[src/viseme_hold_filter_smoother_core_macros.svh]
// Assertion macros for the viseme hold filter and smoother.
// Used by the top level only; empty bodies when SYNTH is defined.
`ifndef VISEME_HOLD_FILTER_SMOOTHER_CORE_MACROS_SVH
`define VISEME_HOLD_FILTER_SMOOTHER_CORE_MACROS_SVH
`ifndef SYNTH
`define VHF_ASSERT_IMPL(label, clk, rst_n, ante, cons, msg) \
	label: assert property (@(posedge clk) disable iff (!rst_n) (ante) |-> (cons)) \
		else $error(msg);
`define VHF_ASSERT_NEXT(label, clk, rst_n, ante, cons, msg) \
	label: assert property (@(posedge clk) disable iff (!rst_n) (ante) |=> (cons)) \
		else $error(msg);
`else
`define VHF_ASSERT_IMPL(label, clk, rst_n, ante, cons, msg)
`define VHF_ASSERT_NEXT(label, clk, rst_n, ante, cons, msg)
`endif
`endif

[src/vhfs_pkg.sv]
// Shared types and constants for the viseme hold filter and smoother.
// No dependencies.
package vhfs_pkg;
	localparam int NCH = 15;
	localparam int NLANE_GRP = 5;
	localparam int W = 16;
	localparam int MAX_HOLD_DEF = 16;
	localparam int MAX_HISTORY_DEF = 24;
	localparam logic [W-1:0] HALF_LEVEL = 16'd16384;
	localparam int RUN_MAX = 31;
	localparam int CONS_LO = 6;
	localparam int CONS_HI = 14;
	localparam int NUM_W = 32;
	localparam int DEN_W = 10;

	localparam logic [1:0] REG_SMOOTH = 2'd0;
	localparam logic [1:0] REG_LOCK = 2'd1;
	localparam logic [1:0] REG_DEPTH = 2'd2;
	localparam logic [1:0] REG_HOLD = 2'd3;

	typedef enum logic [2:0] {
		ST_IDLE,
		ST_MARK,
		ST_DECIDE,
		ST_ACC,
		ST_DIV,
		ST_OUT
	} state_t;

	typedef logic [NCH-1:0][W-1:0] frame_t;

	// Control from the sequencer to the lanes.
	typedef struct packed {
		logic clear;
		logic acc_en;
		logic div_start;
		logic div_step;
		logic use_smooth;
	} lane_ctl_t;
endpackage

[src/vhfs_lane.sv]
// One smoothing lane: accumulates the weighted history sum for one channel
// and divides it by the weight total bit-serially. Uses vhfs_pkg.
module vhfs_lane (
	input  logic                            clk,
	input  logic                            arst_n,
	input  vhfs_pkg::lane_ctl_t             ctl,
	input  logic [vhfs_pkg::W-1:0]          cur,
	input  logic [vhfs_pkg::W-1:0]          hist,
	input  logic [6:0]                      wt_cur,
	input  logic [6:0]                      wt_hist,
	input  logic [vhfs_pkg::DEN_W-1:0]      den,
	output logic [vhfs_pkg::W-1:0]          result
);
	logic [vhfs_pkg::NUM_W-1:0] num_q;
	logic [vhfs_pkg::NUM_W-1:0] quo_q;
	logic [vhfs_pkg::DEN_W:0]   rem_q;
	logic                       smooth_q;
	logic [vhfs_pkg::DEN_W:0]   rem_sh;
	logic [vhfs_pkg::DEN_W:0]   den_x;

	assign den_x = {1'b0, den};
	assign rem_sh = {rem_q[vhfs_pkg::DEN_W-1:0], quo_q[vhfs_pkg::NUM_W-1]};

	// Restoring division, one quotient bit per cycle; quotient replaces num.
	always_ff @(posedge clk or negedge arst_n) begin
		if (!arst_n) begin
			smooth_q <= 1'b0;
		end else if (ctl.clear) begin
			smooth_q <= ctl.use_smooth;
		end
	end

	always_ff @(posedge clk) begin
		if (ctl.clear) begin
			num_q <= vhfs_pkg::NUM_W'(cur) * vhfs_pkg::NUM_W'(wt_cur);
		end else if (ctl.acc_en) begin
			num_q <= num_q + vhfs_pkg::NUM_W'(hist) * vhfs_pkg::NUM_W'(wt_hist);
		end
		if (ctl.div_start) begin
			quo_q <= num_q;
			rem_q <= '0;
		end else if (ctl.div_step) begin
			if (rem_sh >= den_x) begin
				rem_q <= rem_sh - den_x;
				quo_q <= {quo_q[vhfs_pkg::NUM_W-2:0], 1'b1};
			end else begin
				rem_q <= rem_sh;
				quo_q <= {quo_q[vhfs_pkg::NUM_W-2:0], 1'b0};
			end
		end
	end

	assign result = smooth_q ? quo_q[vhfs_pkg::W-1:0] : cur;
endmodule

[config.mk]
export PLATFORM = sky130hd
export DESIGN_NAME = vhfs_lane
export DESIGN_NICKNAME = d
export VERILOG_FILES = /design/src/viseme_hold_filter_smoother_core_macros.svh /design/src/vhfs_pkg.sv /design/src/vhfs_lane.sv
export SDC_FILE = /design/constraint.sdc
export NUM_CORES = 1
export LEC_CHECK = 0
export BUFFER_PORTS_ARGS = -buffer_cell sky130_fd_sc_hd__buf_4
export CAP_MARGIN = 20
export CORE_ASPECT_RATIO = 1.5
export CORE_UTILIZATION = 55
export DETAILED_ROUTE_END_ITERATION = 12
export PLACE_DENSITY = 0.72
export SETUP_SLACK_MARGIN = 0.4
export SYNTH_ARGS = -nofsm -noshare
export SYNTH_HDL_FRONTEND = slang
export SYNTH_SLANG_ARGS = --single-unit
[constraint.sdc]
create_clock -name clk -period 4.65 [get_ports clk]
set_clock_uncertainty 0.1 [all_clocks]
set_input_delay 0.2325 -clock clk [delete_from_list [all_inputs] [get_ports clk]]
set_output_delay 0.2325 -clock clk [all_outputs]
set_load 0.01 [all_outputs]
### Word level (Yosys, flattened, before mapping)

Index checks and enable logic that the tools add are counted.
W data, S select, Z words.

* flip-flop bits (word level): 75
* input port bits: 63
* output and inout port bits: 16
* logic and storage cells: 19

* $add $sub $neg: 2
* $mul: 2
* magnitude comparators: 1
* mux-type cells: 7
* reduce and logical (&&, ||, !) cells: 2

Operators with widths (number)
* $mux W32: 2
* $mul A16 B7 Y23: 2
* $mux W23: 2
* $add A32 B23 Y32: 1
* $mux W16: 1
* $ge A11 B10 Y1: 1
* $mux W10: 1
* $sub A10 B10 Y10: 1
* $reduce_bool A2 Y1: 2
* $mux W1: 1

### Depth between registers and ports, before layout

Gate-level depths: netlist of run 1.

* depth in word-level cells: 4
* gate-level depth with buffers: 19

### Least setup slack after synthesis of run 1

OpenSTA, ideal clock, no wires.

* path type: input -> register
* from: in wt_hist[1]
* to: reg num_q[22] in the netlist's numbering, data pin
* setup time: 152 ps
* arrival time: 4638 ps
* path slack: -239 ps
* stages: 18
* cells stage by stage: clkbuf_1 nand2_1 fa_1 inv_1 fa_1 fa_1 inv_1 fa_1 inv_1 ha_1 a21o_1 or3_1 o21ai_2 a21o_1 a21oi_2 o41ai_1 mux2_2 a31oi_1

* longest elaborated chain between the ends: 4

RTL lines
* start, declared: line vhfs_lane.sv:10 `input logic [6:0] wt_hist,`
* $mul A16 B7 Y23: line vhfs_lane.sv:37 `num_q <= num_q + vhfs_pkg::NUM_W'(hist) * vhfs_pkg::NUM_W'(wt_hist);`
* $add A32 B23 Y32: line vhfs_lane.sv:37
* $mux W23: line vhfs_lane.sv:36 `end else if (ctl.acc_en) begin`
* $mux W23: line vhfs_lane.sv:34 `if (ctl.clear) begin`
* end signal, assigned: line vhfs_lane.sv:35 `num_q <= vhfs_pkg::NUM_W'(cur) * vhfs_pkg::NUM_W'(wt_cur);`
* end signal, assigned: line vhfs_lane.sv:37
* end, declared: line vhfs_lane.sv:14 `logic [vhfs_pkg::NUM_W-1:0] num_q;`

Every way passes these cells. The select of a mux whose other input is x is not followed.
A chain may end at the register's enable or synchronous reset.

### Worst setup path after layout of run 1

* from: in hist[5] in the netlist's numbering
* to: reg num_q[22] in the netlist's numbering, data pin

* longest elaborated chain between the ends: 4

RTL lines
* start, declared: line vhfs_lane.sv:8 `input logic [vhfs_pkg::W-1:0] hist,`
* $mul A16 B7 Y23: line vhfs_lane.sv:37
* $add A32 B23 Y32: line vhfs_lane.sv:37
* $mux W23: line vhfs_lane.sv:36
* $mux W23: line vhfs_lane.sv:34

Every way passes these cells. The select of a mux whose other input is x is not followed.

==> results of run 1 <==
-- worst max path at each step --
| stage | startpoint | to | slack, ns | cells past startpoint |
|---|---|---|---|---|
| 2_1_floorplan | wt_hist[4] | num_q[22] | 0.09 | 17 |
| 3_3_place_gp | wt_hist[1] | num_q[24] | -0.30 | 20 |
| 3_5_place_dp | wt_hist[1] | num_q[24] | -0.38 | 20 |
| 4_1_cts | wt_hist[1] | num_q[22] | 0.16 | 19 |
| 5_1_grt | wt_hist[1] | num_q[22] | -0.03 | 19 |
| 6_report | hist[5] | num_q[22] | 0.17 | 19 |
-- cell usage in the layout (no fill, tap or decap), types with 18 or more instances in the layout --
cell type / instances
a21o_1: 25
a21oi_1: 37
and2_1: 126
and2_4: 19
buf_4: 197
dfxtp_1: 19
edfxtp_1: 55
fa_1: 159
ha_1: 84
inv_1: 213
mux2_2: 52
nand2_1: 106
nor2_1: 42
o21ai_0: 18
xnor2_1: 18
-- cells in the mapped netlist, types with 2 or more instances --
| cell type | instances | area [µm²] |
|---|---|---|
| a211o_1 | 3 | 26.28 |
| a211oi_1 | 11 | 82.58 |
| a21boi_0 | 2 | 15.01 |
| a21o_1 | 25 | 187.7 |
| a21oi_1 | 51 | 255.2 |
| a31oi_1 | 8 | 50.05 |
| a31oi_4 | 2 | 42.54 |
| and2_1 | 145 | 907.1 |
| and3_1 | 4 | 25.02 |
| and4_1 | 3 | 26.28 |
| clkbuf_1 | 30 | 112.6 |
| dfxtp_1 | 19 | 380.4 |
| edfxtp_1 | 55 | 1652 |
| fa_1 | 160 | 3203 |
| ha_1 | 99 | 1239 |
| inv_1 | 226 | 848.3 |
| mux2_2 | 53 | 596.8 |
| mux2i_1 | 11 | 110.1 |
| nand2_1 | 110 | 412.9 |
| nand2b_1 | 5 | 31.28 |
| nand3_1 | 15 | 75.07 |
| nand4_1 | 4 | 25.02 |
| nor2_1 | 44 | 165.2 |
| nor2b_1 | 8 | 50.05 |
| nor3_1 | 10 | 50.05 |
| nor3b_1 | 4 | 30.03 |
| nor4_1 | 3 | 18.77 |
| o2111a_1 | 2 | 22.52 |
| o211ai_1 | 3 | 22.52 |
| o21a_1 | 9 | 67.56 |
| o21ai_0 | 27 | 135.1 |
| o21ai_1 | 3 | 15.01 |
| o21bai_1 | 5 | 37.54 |
| o22ai_1 | 2 | 12.51 |
| o31ai_1 | 5 | 37.54 |
| or2_2 | 2 | 12.51 |
| or3_1 | 11 | 68.82 |
| xnor2_1 | 19 | 166.4 |
| xor2_1 | 18 | 157.7 |
-- cell families (layout without fill, tap and decap cells) --
group           count (synthesis)  in the layout  share of synthesized area (%)
simple gates                  373            373                          16.75
mux                            64             64                          6.090
xor+xnor                       37             37                          2.792
flops                          75             75                          17.72
buf+inv                       259            461                          8.385
fa+ha+maj                     259            259                          38.26
compound gates                172            172                          10.00
-- final cells by class --
type	instances	area share (%)
clock buffers	11	1.756
repair buffers	218	12.26
inverters	227	5.919
flip-flops and latches	75	14.29
clock inverters	5	0.2347
well taps	264	2.295
multi-input cells	905	63.24
-- per-stage QoR --
stage / setup slack (ns) / power [W] / utilization [%] / cells
CTS: 0.1591 / 0.01036 / 69.26 / 1701
floorplan: 0.08952 / 0.006610 / - / 1239
finish: 0.1692 / 0.01068 / 69.95 / 1705
global placement: -0.2966 / 0.008962 / 66.31 / 1675
global route: -0.03212 / 0.01176 / 69.95 / 1705
detailed placement: -0.3769 / 0.009108 / 66.31 / 1675
-- registers in the layout, indices dropped and copies added (netlist names) --
name      cells
num_q        32
quo_q        32
rem_q        10
smooth_q      1
-- power by group through the flow --
stage               combinational, W  clock, W  sequential (W)
floorplan                    0.00546         0         0.00115
global placement             0.00773         0         0.00123
detailed placement           0.00787         0         0.00124
CTS                          0.00845  0.000693         0.00122
global route                 0.00979  0.000716         0.00125
finish                       0.00877  0.000685         0.00123
-- worst max-delay path, delay by kind of cell --
family,cells,cell delay [ns]
adders and majority gates,5,2.22
AOI/OAI and AO/OA,6,0.99
and+or+nand+nor,2,0.50
muxes,1,0.36
buffers and inverters,5,0.29
-- layer usage --
metal  vias to the layer above  track usage (%)  routed length, µm
met1                      4505            31.84              11140
li1                       4407                -                  -
met2                       131            47.06              13570
met5                         -                0                  0
met4                         0            7.753                507
met3                        31            2.094                496
-- timing repair --
| item | 4_1_cts | 5_1_grt |
|---|---|---|
| endpoints found under the hold margin | 1 | 0 |
| buffers inserted | 8 | 4 |
| endpoints found under the setup margin | 20 | 20 |
| hold buffers | 1 | 0 |
| gates resized for setup | 57 | 29 |
| cloned | 1 | 0 |
| pin swaps | 37 | 27 |
==> flow_summary.yaml, run 1 <==
status:
  status: "completed"
clock_network:
  clockRootBuffer: "clkbuf_16"
  clockBufferDepth: 2
  htreeDepth: 3
  cts_tree: "done"
  cts_buffers: 9
  numClockSinks: 75
  insertion_delay_ns: 0.35
  clk_pin_slew_ns: 0.07
setup_path:
  worstPathCellList: "buf_8 -> and2_4 -> fa_1 -> inv_2 -> fa_1 -> inv_1 -> fa_1 -> inv_1 -> fa_1 -> inv_2 -> ha_4 -> a21o_1 -> or3_4 -> o21ai_4 -> a21o_1 -> a21oi_2 -> o41ai_2 -> mux2_2 -> a31oi_1"
  worstReg2RegStart: "num_q[8]"
  cp_max_fo: 5
  crit_top_cell: "fa_1"
  slowest_stage: "fa_1"
  r2r_end: "num_q[29]"
  arrival_ns: 4.59
  start_kind: "input port"
  end_kind: "register"
  crit_required_ns: 4.76
  critPathMaxStageDelay_ns: 0.54
  crit_type: "in -> reg"
  rr_worst_depth: 16
  rrSetupSlack_ns: 0.31
yosys:
  syn-num-nets: 1561
  synth_edf_count: 55
  synth.avg_cell_area_um2: 9.369
  syn_area_um2: 11610
  ys_async_sr_fraction_pct: 1.333
  ys_ff_latch: 75
  yosys_warnings: 0
  ys.flop_type: "edfxtp_1"
  synthCells: 1239
  synth_seq_area_share_pct: 17.72
  yosysUniqueCellTypes: 62
routing:
  vias: 9074
  routed_wl_um: 25710
  drtAntennaViolNets: 0
  drc: 0
  viasPerCell: 5.322
  drtPass1Iterations: 5
  drt-initial-drc-count: 454
  avgRoutedWirePerCell_um: 15.08
floorplan:
  die_y_um: 179.9
  die_area_um2: 21700
  start_util_pct: 56.41
  rows: 64
  dieWidth_um: 120.6
  core_um2: 20580
  top_level_ports: 79
worst_hold_path:
  min_path_type: "in -> reg"
  hold_end: "smooth_q"
  hold_start: "ctl[0]"
  hold_depth: 2
final_layout:
  layout-drive-gt1-share_pct: 27.06
  syn2layout_area_growth_pct: 24.00
  nets: 1758
  multi_input_area_um2: 9104
  fin_area_um2: 14400
  final.fill_count: 1570
  num_antenna_cells: 0
  ff_latch_area_um2: 2057
sta:
  whs_ns: 0.004706
  fmax_mhz: 223.2
  slew_viol_final: 0
  finalHoldViolCount: 0
  fin_crit_sh_pct: 96.36
  finalSetupTns_ns: 0
  relSlewSlack_pct: 33.46
  rsz0062_at_grt: "yes"
  tightest_slew_ns: 0.9956
  min_period_ns: 4.481
  setup_viol: 0
global_routing:
  grt_overflow_total: 0
  grt_pass1_vias: 9686
  grt_max_degree: 46
  grt_pass1_wl_um: 44910
  antenna_found_initial: 0
  grt_use_total_pct: 25.73
power:
  p_int_w: 0.005915
  seqPwrFrac_pct: 11.5
  combinationalPowerShare_pct: 82.1
  power.leakage_nw: 7.022
  irDropWorstVdd_uv: 591.9
  p_sw_share_pct: 44.64
  power_density_nw_per_um2: 742.2
  p_sw_w: 0.004770
  p_clk_share_pct: 6.4
placed_design:
  hpwl_um: 21170
  placed_cell_area_um2: 13650
  io_buffers: 78
  place_congestion: 0.8886
flow_run:
  drv_cap: 0
Power figures use the tool's default switching activity.
==> run 2, diff against run 1 <==
--- a/config.mk
+++ b/config.mk
@@ -11,7 +11,9 @@
 export CORE_UTILIZATION = 55
 export DETAILED_ROUTE_END_ITERATION = 12
 export PLACE_DENSITY = 0.72
+export RECOVER_POWER = 50
 export SETUP_SLACK_MARGIN = 0.4
+export SLEW_MARGIN = 20
 export SYNTH_ARGS = -nofsm -noshare
 export SYNTH_HDL_FRONTEND = slang
 export SYNTH_SLANG_ARGS = --single-unit
==> constraint.sdc (replaced) <==
create_clock -name clk -period 5.7 [get_ports clk]
set_clock_uncertainty 0.1 [all_clocks]
set_input_delay 0.285 -clock clk [delete_from_list [all_inputs] [get_ports clk]]
set_output_delay 0.285 -clock clk [all_outputs]
set_load 0.01 [all_outputs]
==> flow_summary.yaml, run 2 (synthesized netlist as in run 1, its figures left out) <==
final_layout:
  layout-drive-gt1-share_pct: 11.44
  nets: 1619
  final_cell_mix: "inv_1, fa_1, and2_1"
  final_common_cell: "inv_1"
  syn2layout_area_growth_pct: 9.226
  largest_registers: "num_q (32), quo_q (32), rem_q (10)"
  ff_latch_area_um2: 2057
  final.fill_count: 1780
  fin_area_um2: 12680
  multi_input_area_um2: 8578
  num_antenna_cells: 0
power:
  seqPwrFrac_pct: 15.3
  power_density_nw_per_um2: 516.6
  p_sw_share_pct: 47.86
  p_int_w: 0.003415
  power.leakage_nw: 6.183
  irDropWorstVdd_uv: 332.1
  p_sw_w: 0.003135
  p_clk_share_pct: 8.7
  total_power_w: 0.006550
  combinationalPowerShare_pct: 76.0
routing:
  drtAntennaViolNets: 0
  viasPerCell: 5.416
  routed_wl_um: 24140
  avgRoutedWirePerCell_um: 15.41
  drt-initial-drc-count: 421
  vias: 8482
  drtPass1Iterations: 4
  drc: 0
worst_hold_path:
  min_path_type: "in -> reg"
placed_design:
  hpwl_um: 19830
  dp_slack_ns: 0.4527
  io_buffers: 78
  placed_cell_area_um2: 12400
  place_congestion: 0.8645
status:
  violations: "max-capacitance violations, max-slew violations"
  status: "complete, but fails checks"
global_routing:
  antenna_found_initial: 0
  grt_overflow_total: 0
  grt_max_degree: 46
  grt_use_total_pct: 24.43
  grt_pass1_vias: 9079
  grt_pass1_wl_um: 42720
clock_network:
  post-cts-setup-buffers: 0
  numClockSinks: 75
  cts_buffers: 9
  clockBufferDepth: 2
  insertion_delay_ns: 0.35
  clockRootBuffer: "clkbuf_16"
  htreeDepth: 3
  clk_pin_slew_ns: 0.06
  cts_tree: "done"
flow_run:
  drv_cap: 2
sta:
  tightest_slew_ns: 2.429
  finalSetupTns_ns: 0
  rsz0062_at_grt: "no"
  whs_ns: 0.06936
  setup_viol: 0
  slew_viol_final: 79
  relSlewSlack_pct: -61.96
  fin_crit_sh_pct: 86.63
  min_period_ns: 4.938
  fmax_mhz: 202.5
  finalHoldViolCount: 0
  worst_slack_ns: 0.7620
floorplan:
  start_util_pct: 56.41
  die_y_um: 179.9
  dieWidth_um: 120.6
  top_level_ports: 79
  rows: 64
  die_area_um2: 21700
  core_um2: 20580
setup_path:
  start_kind: "input port"
  arrival_ns: 4.92
  crit_required_ns: 5.68
  cp_max_fo: 16
  crit_type: "in -> reg"
  end_kind: "register"
-- run 2: cell types whose count changed in the layout (fill, tap and decap cells not counted), sizes merged --
cell    previous run  this run
clkbuf            11        18
bufbuf             1         0
bufinv             0         1
buf              216        70
-- run 2: final cells by class --
cell class / count / share of cell area (%)
multi-input combinational: 905 / 67.65
sequential: 75 / 16.22
inverter: 227 / 6.720
timing repair buffer: 79 / 4.490
tap: 264 / 2.605
clock buffer: 10 / 1.806
clock inverter: 6 / 0.5033
-- run 2: worst paths after layout --
path	from	endpoint	slack, ns	cells past startpoint
worst min register to register	rem_q[5]	rem_q[5]	0.40	2
worst max-delay path	wt_cur[3]	num_q[20]	0.76	19
max in group asynchronous	arst_n	smooth_q	5.26	2
worst max register to register	num_q[7]	num_q[22]	1.15	16
worst min-delay path	ctl[0]	smooth_q	0.07	2
min in group asynchronous	arst_n	smooth_q	0.16	2
-- run 2: critical path: stages --
cell,delay [ns]
buf_4,0.17
and2_1,0.19
fa_1,0.53
inv_1,0.05
fa_1,0.47
inv_1,0.06
fa_1,0.53
inv_1,0.06
fa_1,0.52
inv_1,0.04
ha_1,0.34
o21ai_1,0.12
o21a_1,0.22
nor4_2,0.38
o21ai_0,0.22
a21boi_0,0.30
o21a_1,0.17
mux2i_1,0.19
o211ai_1,0.10
-- run 2: timing repair --
action / in CTS / in global routing
hold endpoints to repair: 1 / 0
hold buffers: 1 / 0
resized for setup: 0 / 0
setup endpoints to repair: 0 / 0
-- run 2: metrics by stage --
stage,instances,util (%)
final,1566,61.61
after global routing,1566,61.61
after CTS,1566,61.74
after detailed placement,1549,60.27
after global placement,1549,60.27
after floorplan,1239,-
-- run 2: layer usage --
layer	up-vias	track usage, %	routed length [µm]
met4	0	6.716	388
met1	4209	31.77	10910
li1	4129	-	-
met3	23	2.062	596
met2	121	43.20	12240
met5	-	0	0
-- run 2: power groups by stage --
| stage | clock network (W) | registers, W | logic [W] |
|---|---|---|---|
| after floorplan | 0 | 0.000937 | 0.00398 |
| after global placement | 0 | 0.00101 | 0.00488 |
| after detailed placement | 0 | 0.00101 | 0.00496 |
| after CTS | 0.000579 | 0.00100 | 0.00501 |
| after global routing | 0.000596 | 0.00102 | 0.00571 |
| final | 0.000569 | 0.00100 | 0.00498 |
